### config.mk
export PLATFORM = sky130hd
export DESIGN_NAME = fxalu_post
export DESIGN_NICKNAME = d
export VERILOG_FILES = /design/src/sv/fxalu_pkg.sv /design/src/sv/fxalu_post.sv
export SDC_FILE = /design/constraint.sdc
export NUM_CORES = 1
export LEC_CHECK = 0
export ABC_AREA = 1
export CAP_MARGIN = 20
export CORE_ASPECT_RATIO = 0.7
export CORE_UTILIZATION = 59
export DETAILED_ROUTE_END_ITERATION = 10
export DONT_BUFFER_PORTS = 1
export PLACE_DENSITY_LB_ADDON = 0.08
export SYNTH_ARGS = -nofsm -noshare
export SYNTH_HDL_FRONTEND = slang
export SYNTH_SLANG_ARGS = --single-unit
### constraint.sdc
create_clock -name clock -period 5.8 [get_ports clock]
set_input_delay 1.74 -clock clock [delete_from_list [all_inputs] [get_ports clock]]
set_output_delay 1.74 -clock clock [all_outputs]
set_load 0.01 [all_outputs]
### src/sv/fxalu_pkg.sv
// Shared constants, types and helper functions for the Q24.8 fixed-point ALU.
package fxalu_pkg;

   localparam int DATA_W    = 32;
   localparam int FRAC_BITS = 8;
   localparam int NUM_W     = DATA_W + FRAC_BITS;
   localparam int PROD_W    = 2 * DATA_W;
   localparam int OP_W      = 4;

   localparam logic [OP_W-1:0] OP_ADD      = 4'd0;
   localparam logic [OP_W-1:0] OP_SUB      = 4'd1;
   localparam logic [OP_W-1:0] OP_MUL      = 4'd2;
   localparam logic [OP_W-1:0] OP_DIV      = 4'd3;
   localparam logic [OP_W-1:0] OP_MIN      = 4'd4;
   localparam logic [OP_W-1:0] OP_MAX      = 4'd5;
   localparam logic [OP_W-1:0] OP_INC      = 4'd6;
   localparam logic [OP_W-1:0] OP_DEC      = 4'd7;
   localparam logic [OP_W-1:0] OP_TO_INT   = 4'd8;
   localparam logic [OP_W-1:0] OP_FROM_INT = 4'd9;

   localparam logic [DATA_W-1:0] Q_MAX = {1'b0, {(DATA_W-1){1'b1}}};
   localparam logic [DATA_W-1:0] Q_MIN = {1'b1, {(DATA_W-1){1'b0}}};
   localparam logic [PROD_W-1:0] HALF  = PROD_W'(1) << (FRAC_BITS - 1);

   // control and early results that ride along the pipeline
   typedef struct packed {
      logic [OP_W-1:0]   op;
      logic [DATA_W-1:0] simple_res;
      logic              simple_ovf;
      logic              less;
      logic              equal;
      logic              greater;
      logic              neg;
      logic              dz;
      logic [PROD_W-1:0] prod;
   } side_type;

   typedef struct packed {
      logic [DATA_W-1:0] result_raw;
      logic              less;
      logic              equal;
      logic              greater;
      logic              overflow;
      logic              divide_by_zero;
   } rsp_type;

   // saturate a 33-bit signed sum: returns {overflow, value}
   function automatic logic [DATA_W:0] sat_sum(input logic [DATA_W:0] v);
      logic [DATA_W:0] r;
      if (v[DATA_W] != v[DATA_W-1]) begin
         r = {1'b1, (v[DATA_W] ? Q_MIN : Q_MAX)};
      end else begin
         r = {1'b0, v[DATA_W-1:0]};
      end
      return r;
   endfunction

   // apply sign to a magnitude and saturate: returns {overflow, value}
   function automatic logic [DATA_W:0] sat_mag(input logic [PROD_W-1:0] mag, input logic neg);
      logic [DATA_W:0] r;
      if (neg) begin
         if (mag > PROD_W'(Q_MIN)) begin
            r = {1'b1, Q_MIN};
         end else begin
            r = {1'b0, -mag[DATA_W-1:0]};
         end
      end else begin
         if (mag > PROD_W'(Q_MAX)) begin
            r = {1'b1, Q_MAX};
         end else begin
            r = {1'b0, mag[DATA_W-1:0]};
         end
      end
      return r;
   endfunction

endpackage

### src/sv/fxalu_post.sv
// Final stage: rounding, saturation, result select and the output register.
module fxalu_post (
   input  logic                         clock,
   input  logic                         reset,
   input  logic                         en,
   input  logic                         in_valid,
   input  fxalu_pkg::side_type          in_side,
   input  logic [fxalu_pkg::NUM_W-1:0]  in_quo,
   input  logic [fxalu_pkg::DATA_W-1:0] in_rem,
   input  logic [fxalu_pkg::DATA_W-1:0] in_den,
   output logic                         out_valid,
   output fxalu_pkg::rsp_type           out_rsp
);
   localparam int DW = fxalu_pkg::DATA_W;
   localparam int PW = fxalu_pkg::PROD_W;

   fxalu_pkg::rsp_type rsp_in;
   logic               valid_ff;
   logic [PW-1:0]      mul_q, div_q;
   logic [DW:0]        mul_s, div_s;
   logic               rnd;

   always_comb begin
      mul_q = (in_side.prod + fxalu_pkg::HALF) >> fxalu_pkg::FRAC_BITS;
      rnd   = {in_rem, 1'b0} >= {1'b0, in_den};
      div_q = PW'(in_quo) + PW'(rnd);
      mul_s = fxalu_pkg::sat_mag(mul_q, in_side.neg);
      div_s = fxalu_pkg::sat_mag(div_q, in_side.neg);

      rsp_in                = '0;
      rsp_in.less           = in_side.less;
      rsp_in.equal          = in_side.equal;
      rsp_in.greater        = in_side.greater;
      rsp_in.divide_by_zero = in_side.dz;
      case (in_side.op)
         fxalu_pkg::OP_MUL: begin
            rsp_in.result_raw = mul_s[DW-1:0];
            rsp_in.overflow   = mul_s[DW];
         end
         fxalu_pkg::OP_DIV: begin
            rsp_in.result_raw = in_side.dz ? '0 : div_s[DW-1:0];
            rsp_in.overflow   = !in_side.dz && div_s[DW];
         end
         default: begin
            rsp_in.result_raw = in_side.simple_res;
            rsp_in.overflow   = in_side.simple_ovf;
         end
      endcase
   end

   always_ff @(posedge clock) begin
      if (reset) begin
         valid_ff <= 1'b0;
      end else if (en) begin
         valid_ff <= in_valid;
      end
   end

   always_ff @(posedge clock) begin
      if (en) begin
         out_rsp <= rsp_in;
      end
   end

   assign out_valid = valid_ff;
endmodule

==> results_dict.tcl <==
set metrics [dict create \
    outcome "complete, no violations" \
    worst_pin_slew_ps 863 \
    finalClockSkew_ps 0 \
    dpl.cell_count 2121 \
    clock_path_buffers 2 \
    antenna_found_initial 2 \
    finalHoldViolCount 0 \
    dieArea_um2 17000 \
    gp_congestion 1.04 \
    rows 38 \
    first_pass_iters 6 \
    numCtsBuffers 5 \
    drive_gt1_share_pct 6.49 \
    vias 12300 \
    grtUsageTotal_pct 42.3 \
    clkTransAtPathRegs_ps 50 \
    hold_class "flop to flop" \
    pwr-share-clk_pct 26.4 \
    synth_cells 1908 \
    arrival_ps 5630 \
    ys_types 48 \
    path_class "input pin to flop" \
    final_cell_mix "nand2_1 (723), nor2_1 (300), nand3_1 (253)" \
    insertion_delay_ps 280 \
    vias_per_cell 5.79 \
    drt-total-wl_mm 36.4 \
    grt_overflow 0 \
    peakVddDrop_mv 0.146 \
    intPower_w 0.000627 \
    cts_tree "built" \
    cp.required_ps 5920 \
    fin_hold_ws_ps 638 \
    drc 0 \
    dieHeight_um 109 \
    cpLargestDelayFamily "simple AND/OR/NAND/NOR gates" \
    min_period_ps 5510 \
    root_buffer "clkbuf_16" \
    period_share_pct 94.9 \
    io_pins 252 \
    grt_use_met2_pct 58.3 \
    htree_levels 2 \
    leakage_nw 5.10 \
    avgRoutedWirePerCell_um 17.1 \
    layout.cells.non_filler 2132 \
    setup_viol 0 \
    met1_usage_pct 60.5 \
    switching_share_pct 38.2 \
    p_sw_w 0.000388 \
    drtAntennaViolNets 0 \
    synth_edf_count 37 \
    yosys_most_used_dff "edfxtp_1" \
    cp-startpoint "in_den[28]" \
    max_stage_delay_ps 340 \
    worstSetupEndpoint "out_rsp[22]" \
    final_common_cell "nand2_1" \
    reg2reg_to "out_valid" \
    grt_pass1_vias 10500 \
    power.density_nw_per_um2 99.3 \
    crit_path_start_kind "input pin" \
    hpwl_mm 31.3 \
    drt_iter0_markers 1626 \
    grt_pass1_wl_mm 55.4 \
    grt-busiest-layer "met1" \
    max-cap-violations 0 \
    r2r_cells 2 \
    syn-num-nets 2160 \
    cp-end-kind "flop" \
    grt_max_degree 106 \
    design.core.area_um2 15800 \
    maxSlewHeadroom_pct 42.4 \
    slowest_stage "or3_1" \
    max_freq_mhz 182 \
    die_w_um 155 \
    p_seq_share_pct 34.8 \
    ff2ff_setup_slack_ps 5100 \
    clock-sinks 38 \
    nets 2161 \
    cp_num_buf_inv 4 \
    power_frac_comb_pct 38.8 \
    worstReg2RegStart "out_valid" \
    slew_violations 0 \
    syn_area_um2 9720 \
    initial_core_util_pct 61.6 \
    ys_seq_area_share_pct 11.6 \
    ys_seq_elements 38 \
    use_met3_pct 17.8 \
    io_buffers 0 \
    syn_area_per_cell_um2 5.10 \
    cp.depth 28 \
    areaGrowthSynthToFinish_pct 5.13 \
    ys_warn_count 0 \
    path_max_fanout 12 \
    async_flop_share_pct 0 \
]
-- worst min-delay path, delay by kind of cell, from the launching register on --
family	cells	cell delay (ps)
flip-flops	1	340
multiplexers	1	170
AND/OR/NAND/NOR	1	80
-- timing repair --
| action | in CTS | in global routing |
|---|---|---|
| endpoints found under the setup margin | 0 | 33 |
| hold buffers | 0 | 0 |
| resized for setup | 0 | 13 |
| setup buffers | 0 | 1 |
-- metrics by stage --
stage                     setup TNS (ps)  utilization [%]  worst slack (ps)  total power (W)  area (µm²)
after floorplan                        0                -               494         0.000644        9720
after global placement                 0             63.5              97.8         0.000722       10000
after detailed placement            -474             63.5              -111         0.000733       10000
after CTS                              0             64.4               189         0.000998       10200
after global routing               -1.61             64.7             -1.61          0.00107       10200
final                                  0             64.8               294          0.00102       10200
-- sequential cells by signal, indices dropped and copies added (netlist names) --
name	count
out_rsp	37
out_valid	1
-- cell families after synthesis --
group | synth area share, %
compound gates | 4.90
flops | 11.6
fa+ha+maj | 4.89
mux | 0.103
xor+xnor | 1.71
buf+inv | 12.1
simple gates | 64.7
-- layout make-up --
| type | instances | area [µm²] |
|---|---|---|
| Timing Repair Buffer | 28 | 248 |
| Sequential cell | 38 | 1130 |
| Antenna cell | 2 | 5.00 |
| Tap cell | 220 | 275 |
| Multi-Input combinational cell | 1582 | 7460 |
| Inverter | 254 | 953 |
| Clock inverter | 2 | 12.5 |
| Fill cell | 1595 | 5560 |
| Clock buffer | 6 | 139 |
-- worst min path at each step --
stage	start	end	slack, ps	cells after the start
after global routing	out_valid	out_valid	670	2
after global placement	out_valid	out_valid	540	2
after floorplan	out_valid	out_valid	530	2
after CTS	out_valid	out_valid	660	2
final	out_valid	out_valid	640	2
after detailed placement	out_valid	out_valid	640	2
-- per-layer routing --
layer / up-vias / part of all wire (%)
li1: 6060 / -
met1: 5450 / 43
met2: 800 / 37
met3: 37 / 18
met4: 0 / 1.4
met5: - / 0
-- power by group through the flow --
| stage | Combinational (W) | Clock (W) | Sequential (W) |
|---|---|---|---|
| 2_1_floorplan | 0.000289 | 0 | 0.000355 |
| 3_3_place_gp | 0.000364 | 0 | 0.000358 |
| 3_5_place_dp | 0.000374 | 0 | 0.000359 |
| 4_1_cts | 0.000376 | 0.000269 | 0.000354 |
| 5_1_grt | 0.000438 | 0.000278 | 0.000356 |
| 6_report | 0.000394 | 0.000268 | 0.000353 |
-- Yosys cell counts, types with 3 or more instances --
cell type	count	area, µm²
a21oi_1	25	125
and2_1	4	25.0
and3_1	3	18.8
buf_2	6	30.0
buf_6	6	67.6
clkbuf_1	14	52.6
edfxtp_1	37	1110
ha_1	38	475
inv_1	247	927
inv_2	5	18.8
nand2_1	725	2720
nand2_2	16	100
nand2_4	5	56.3
nand3_1	254	1270
nand3_2	11	110
nand3b_1	9	67.6
nand4_1	55	344
nor2_1	306	1150
nor2_2	19	119
nor2_4	12	135
nor2_8	4	80.1
nor3_1	10	50.1
o21ai_0	42	210
o21bai_1	6	45.0
xor2_1	17	149
Note: power is estimated with default switching activity, not from simulation.
