[src/sv/fxalu_pkg.sv]
// Shared constants, types and helper functions for the Q24.8 fixed-point ALU.
package fxalu_pkg;

   localparam int DATA_W    = 32;
   localparam int FRAC_BITS = 8;
   localparam int NUM_W     = DATA_W + FRAC_BITS;
   localparam int PROD_W    = 2 * DATA_W;
   localparam int OP_W      = 4;

   localparam logic [OP_W-1:0] OP_ADD      = 4'd0;
   localparam logic [OP_W-1:0] OP_SUB      = 4'd1;
   localparam logic [OP_W-1:0] OP_MUL      = 4'd2;
   localparam logic [OP_W-1:0] OP_DIV      = 4'd3;
   localparam logic [OP_W-1:0] OP_MIN      = 4'd4;
   localparam logic [OP_W-1:0] OP_MAX      = 4'd5;
   localparam logic [OP_W-1:0] OP_INC      = 4'd6;
   localparam logic [OP_W-1:0] OP_DEC      = 4'd7;
   localparam logic [OP_W-1:0] OP_TO_INT   = 4'd8;
   localparam logic [OP_W-1:0] OP_FROM_INT = 4'd9;

   localparam logic [DATA_W-1:0] Q_MAX = {1'b0, {(DATA_W-1){1'b1}}};
   localparam logic [DATA_W-1:0] Q_MIN = {1'b1, {(DATA_W-1){1'b0}}};
   localparam logic [PROD_W-1:0] HALF  = PROD_W'(1) << (FRAC_BITS - 1);

   // control and early results that ride along the pipeline
   typedef struct packed {
      logic [OP_W-1:0]   op;
      logic [DATA_W-1:0] simple_res;
      logic              simple_ovf;
      logic              less;
      logic              equal;
      logic              greater;
      logic              neg;
      logic              dz;
      logic [PROD_W-1:0] prod;
   } side_type;

   typedef struct packed {
      logic [DATA_W-1:0] result_raw;
      logic              less;
      logic              equal;
      logic              greater;
      logic              overflow;
      logic              divide_by_zero;
   } rsp_type;

   // saturate a 33-bit signed sum: returns {overflow, value}
   function automatic logic [DATA_W:0] sat_sum(input logic [DATA_W:0] v);
      logic [DATA_W:0] r;
      if (v[DATA_W] != v[DATA_W-1]) begin
         r = {1'b1, (v[DATA_W] ? Q_MIN : Q_MAX)};
      end else begin
         r = {1'b0, v[DATA_W-1:0]};
      end
      return r;
   endfunction

   // apply sign to a magnitude and saturate: returns {overflow, value}
   function automatic logic [DATA_W:0] sat_mag(input logic [PROD_W-1:0] mag, input logic neg);
      logic [DATA_W:0] r;
      if (neg) begin
         if (mag > PROD_W'(Q_MIN)) begin
            r = {1'b1, Q_MIN};
         end else begin
            r = {1'b0, -mag[DATA_W-1:0]};
         end
      end else begin
         if (mag > PROD_W'(Q_MAX)) begin
            r = {1'b1, Q_MAX};
         end else begin
            r = {1'b0, mag[DATA_W-1:0]};
         end
      end
      return r;
   endfunction

endpackage

[src/sv/fxalu_front.sv]
// Front stages: decode, simple results, magnitudes, then the 32x32 multiply.
module fxalu_front (
   input  logic                                clock,
   input  logic                                reset,
   input  logic                                en,
   input  logic                                in_valid,
   input  logic [fxalu_pkg::OP_W-1:0]          operation,
   input  logic signed [fxalu_pkg::DATA_W-1:0] operand_a,
   input  logic signed [fxalu_pkg::DATA_W-1:0] operand_b,
   output logic                                out_valid,
   output fxalu_pkg::side_type                 out_side,
   output logic [fxalu_pkg::NUM_W-1:0]         out_num,
   output logic [fxalu_pkg::DATA_W-1:0]        out_den
);
   localparam int DW = fxalu_pkg::DATA_W;
   localparam int FB = fxalu_pkg::FRAC_BITS;

   fxalu_pkg::side_type s1_side_in, s1_side_ff, s2_side_in, s2_side_ff;
   logic          s1_valid_ff, s2_valid_ff;
   logic [DW-1:0] mag_a_in, mag_b_in, mag_a_ff, mag_b_ff;
   logic [DW:0]   sum, diff, incv, decv, sat;
   logic [DW-1:0] trunc;
   logic [FB:0]   hi;

   always_comb begin
      mag_a_in = operand_a[DW-1] ? -operand_a : operand_a;
      mag_b_in = operand_b[DW-1] ? -operand_b : operand_b;
      sum   = {operand_a[DW-1], operand_a} + {operand_b[DW-1], operand_b};
      diff  = {operand_a[DW-1], operand_a} - {operand_b[DW-1], operand_b};
      incv  = {operand_a[DW-1], operand_a} + (DW+1)'(1);
      decv  = {operand_a[DW-1], operand_a} - (DW+1)'(1);
      trunc = mag_a_in >> FB;
      hi    = operand_a[DW-1 -: FB+1];
      sat   = '0;

      s1_side_in         = '0;
      s1_side_in.op      = operation;
      s1_side_in.less    = operand_a < operand_b;
      s1_side_in.equal   = operand_a == operand_b;
      s1_side_in.greater = operand_a > operand_b;
      s1_side_in.neg     = operand_a[DW-1] ^ operand_b[DW-1];
      s1_side_in.dz      = (operation == fxalu_pkg::OP_DIV) && (operand_b == '0);

      case (operation)
         fxalu_pkg::OP_ADD: sat = fxalu_pkg::sat_sum(sum);
         fxalu_pkg::OP_SUB: sat = fxalu_pkg::sat_sum(diff);
         fxalu_pkg::OP_INC: sat = fxalu_pkg::sat_sum(incv);
         fxalu_pkg::OP_DEC: sat = fxalu_pkg::sat_sum(decv);
         fxalu_pkg::OP_MIN: sat = {1'b0, (operand_a > operand_b) ? operand_b : operand_a};
         fxalu_pkg::OP_MAX: sat = {1'b0, (operand_a > operand_b) ? operand_a : operand_b};
         fxalu_pkg::OP_TO_INT: sat = {1'b0, (operand_a[DW-1] ? -trunc : trunc)};
         fxalu_pkg::OP_FROM_INT: begin
            if (!((&hi) || !(|hi))) begin
               sat = {1'b1, (operand_a[DW-1] ? fxalu_pkg::Q_MIN : fxalu_pkg::Q_MAX)};
            end else begin
               sat = {1'b0, operand_a[DW-FB-1:0], {FB{1'b0}}};
            end
         end
         default: sat = '0;
      endcase
      s1_side_in.simple_ovf = sat[DW];
      s1_side_in.simple_res = sat[DW-1:0];
   end

   always_comb begin
      s2_side_in      = s1_side_ff;
      s2_side_in.prod = fxalu_pkg::PROD_W'(mag_a_ff) * fxalu_pkg::PROD_W'(mag_b_ff);
   end

   always_ff @(posedge clock) begin
      if (reset) begin
         s1_valid_ff <= 1'b0;
         s2_valid_ff <= 1'b0;
      end else if (en) begin
         s1_valid_ff <= in_valid;
         s2_valid_ff <= s1_valid_ff;
      end
   end

   always_ff @(posedge clock) begin
      if (en) begin
         s1_side_ff <= s1_side_in;
         mag_a_ff   <= mag_a_in;
         mag_b_ff   <= mag_b_in;
         s2_side_ff <= s2_side_in;
         out_num    <= {mag_a_ff, {FB{1'b0}}};
         out_den    <= mag_b_ff;
      end
   end

   assign out_valid = s2_valid_ff;
   assign out_side  = s2_side_ff;
endmodule

[config.mk]
export PLATFORM = sky130hd
export DESIGN_NAME = fxalu_front
export DESIGN_NICKNAME = d
export VERILOG_FILES = /design/src/sv/fxalu_pkg.sv /design/src/sv/fxalu_front.sv
export SDC_FILE = /design/constraint.sdc
export NUM_CORES = 2
export LEC_CHECK = 0
export BUFFER_PORTS_ARGS = -buffer_cell sky130_fd_sc_hd__buf_4
export CORE_MARGIN = 5
export CORE_UTILIZATION = 25
export CTS_CLUSTER_DIAMETER = 50
export DETAILED_ROUTE_END_ITERATION = 8
export PLACE_DENSITY = 0.46
export SYNTH_ARGS = -nofsm -noshare
export SYNTH_HDL_FRONTEND = slang
export SYNTH_SLANG_ARGS = --single-unit
[constraint.sdc]
create_clock -name clock -period 10.5 [get_ports clock]
set_clock_uncertainty 0.2 [all_clocks]
set_input_delay 2.1 -clock clock [delete_from_list [all_inputs] [get_ports clock]]
set_output_delay 2.1 -clock clock [all_outputs]
set_load 0.005 [all_outputs]
==> metrics <==
top post-synthesis cells by area fa_1 (36%), edfxtp_1 (17%), ha_1 (8.4%); final setup fails 0; Clock transition at path regs 60 ps; Routed WL 169 mm; layout cells sized above 1 8.28%; Sink Count 278; hold buffer count at cts 0; CTS tree yes; final hold violations 0; initial drt markers 2697; Worst EP required 10710 ps; largest net degree at the start of global routing 129; Synth Warn # 0; ys async rst share 0%; Placed Cells 8042; RSZ-0062 raised after global routing no; Vias 37600; fin crit share 90.2%; die height 458 um; hpwl dp 136 mm; DRC 0; GPL Wtd Cong 0.874; Top FF cell, synth edfxtp_1; Initial Utilization 25.1%; FMAX 106 MHz; Netlist cell types 79; vias in the first global route 40100; Seq/Total Area, Yosys 16.6%; Layout Cells excl Fill 8140; H-tree depth 2; initial antenna violation count 4; max-slew violations 0; Fill cells 21300; CTS Buf Count 50; wire per inst 20.8 um; Yosys top cell area share 35.9%; worst skew pair latency 680 ps; setup TNS 0 ps; arrival time worst endpoint 9690 ps; # resized after CTS 0; #FFs+latches synth 278; via density per instance 4.62; Syn Area/Cell 9.34 sq um; number of synthesized flops with an enable pin 276; synth cell count leaders inv_1 (969), fa_1 (898), nand2_1 (623), and2_1 (568), ha_1 (337); worst slew pin tran 1230 ps; cell chosen for the clock root clkbuf_16; register area 8330 sq um; CP Launch Type flop; synthesis-to-finish area growth 13.0%; Crit Path Category reg -> reg; port buffer count 242; post-CTS setup buffers 0; core area 199000 sq um; cell taking the most area after synthesis fa_1; row cnt 164; GR Util All Layers 16.0%; multi-input logic area 36900 sq um; fin nets 6745; clk buf depth 3; Antenna Violating Nets Remaining 0; Post-Synthesis Cells 5363; grt ovf 0; first-pass GRT wire length 258 mm; Mapped Area 50100 sq um; Die X 458 um; count leader, synth inv_1; max-cap viol count 0; status complete, no violations; Period minus WS final 9480 ps; Worst Hold Class reg -> reg; Pre-antenna DRT Iters 6; Rel. slew slack 18.3%; Boundary Pins 251; critical-path maximum fanout 23; die area 209000 sq um; critical path capture point type flop
-- critical path: stages, from the launching register on --
cell       delay, ps
edfxtp_1        1040
buf_4            360
nand2_1          140
fa_1             540
fa_1             550
fa_1             590
fa_1             470
fa_1             580
fa_1             430
fa_1             400
fa_1             510
inv_1             40
ha_1             330
a21oi_1          230
nor3_1            90
or4_1            480
a21boi_0         230
nor2_1            60
a211o_1          330
o21ai_0          570
o41ai_1          150
buf_4            190
a21oi_1          250
o2111ai_1        160
a21oi_1          190
xnor2_1           80
-- routing by layer --
| metal | track usage (%) | wire, um | vias to the layer above |
|---|---|---|---|
| li1 | - | - | 16900 |
| met1 | 22.1 | 76900 | 19500 |
| met2 | 26.9 | 80700 | 1045 |
| met3 | 1.78 | 8360 | 176 |
| met4 | 3.44 | 3480 | 0 |
| met5 | 0 | 0 | - |
-- path summary, 6_finish.rpt --
path | slack [ps] | end | from | depth (start not counted)
max reg2reg | 1020 | out_side[63] | mag_b_ff[9] | 25
max | 1020 | out_side[63] | mag_b_ff[9] | 25
min | 220 | out_side[69] | s1_side_ff[69] | 0
min reg2reg | 220 | out_side[69] | s1_side_ff[69] | 0
-- cell families (layout without fill, tap and decap cells) --
logic type                 after synthesis  after routing  share of synthesized area, %
and+or+nand+nor                       1657           1657                          16.7
buffers and inverters                 1296           1406                          9.83
adders and majority gates             1235           1235                          44.3
AOI/OAI and AO/OA                      642            642                          8.00
DFF                                    278            278                          16.6
xor gates and xnor gates               244            244                          4.27
muxes                                   10             10                         0.202
other                                    1             12                       0.00749
-- cell type report --
class	count	share of cell area (%)
clock inverter	41	0.979
sequential	278	14.7
tap	2656	5.87
inverter	972	6.45
multi-input combinational	3796	65.2
antenna	4	0.0177
clock buffer	53	2.23
timing repair buffer	340	4.55
-- state kept, by name (all words and copies together) (netlist names) --
| name | cells |
|---|---|
| out_side | 106 |
| mag_a_ff | 32 |
| out_den | 32 |
| mag_b_ff | 32 |
| s1_side_ff | 42 |
| out_num | 32 |
| out_valid | 1 |
| s1_valid_ff | 1 |
-- cell usage in the layout, fill, tap and decap left out, drive strengths merged, types with 7 or more instances in the layout --
cell type,count
o31ai,30
inv,989
nor2,164
nand3,55
a2111oi,16
and2,569
edfxtp,276
fa,898
clkbuf,53
o211ai,12
xor2,66
nor2b,16
or4,13
clkinv,13
a221o,7
o21bai,23
xnor2,178
nand4,45
or3,32
nand2,623
o41ai,16
a211oi,11
o21a,10
a22oi,19
o21ai,168
conb,8
nor3,39
a31oi,26
and3,28
ha,337
nand2b,19
a21oi,201
nor4,19
buf,340
mux2i,9
or2,10
a221oi,8
a21o,45
-- through the flow --
stage               worst slack [ps]  utilization, %  hold WS (ps)  area [sq um]
floorplan                       2530               -           200         50100
global placement                1120            27.5           202         54800
detailed placement              1070            27.5           206         54800
CTS                             1010            28.4           218         56600
global route                     610            28.4           222         56600
finish                          1020            28.4           218         56600
Power is left out: the tool's default activity adds up to more than one toggle a clock period on the data nets, which glitch-free logic cannot reach.
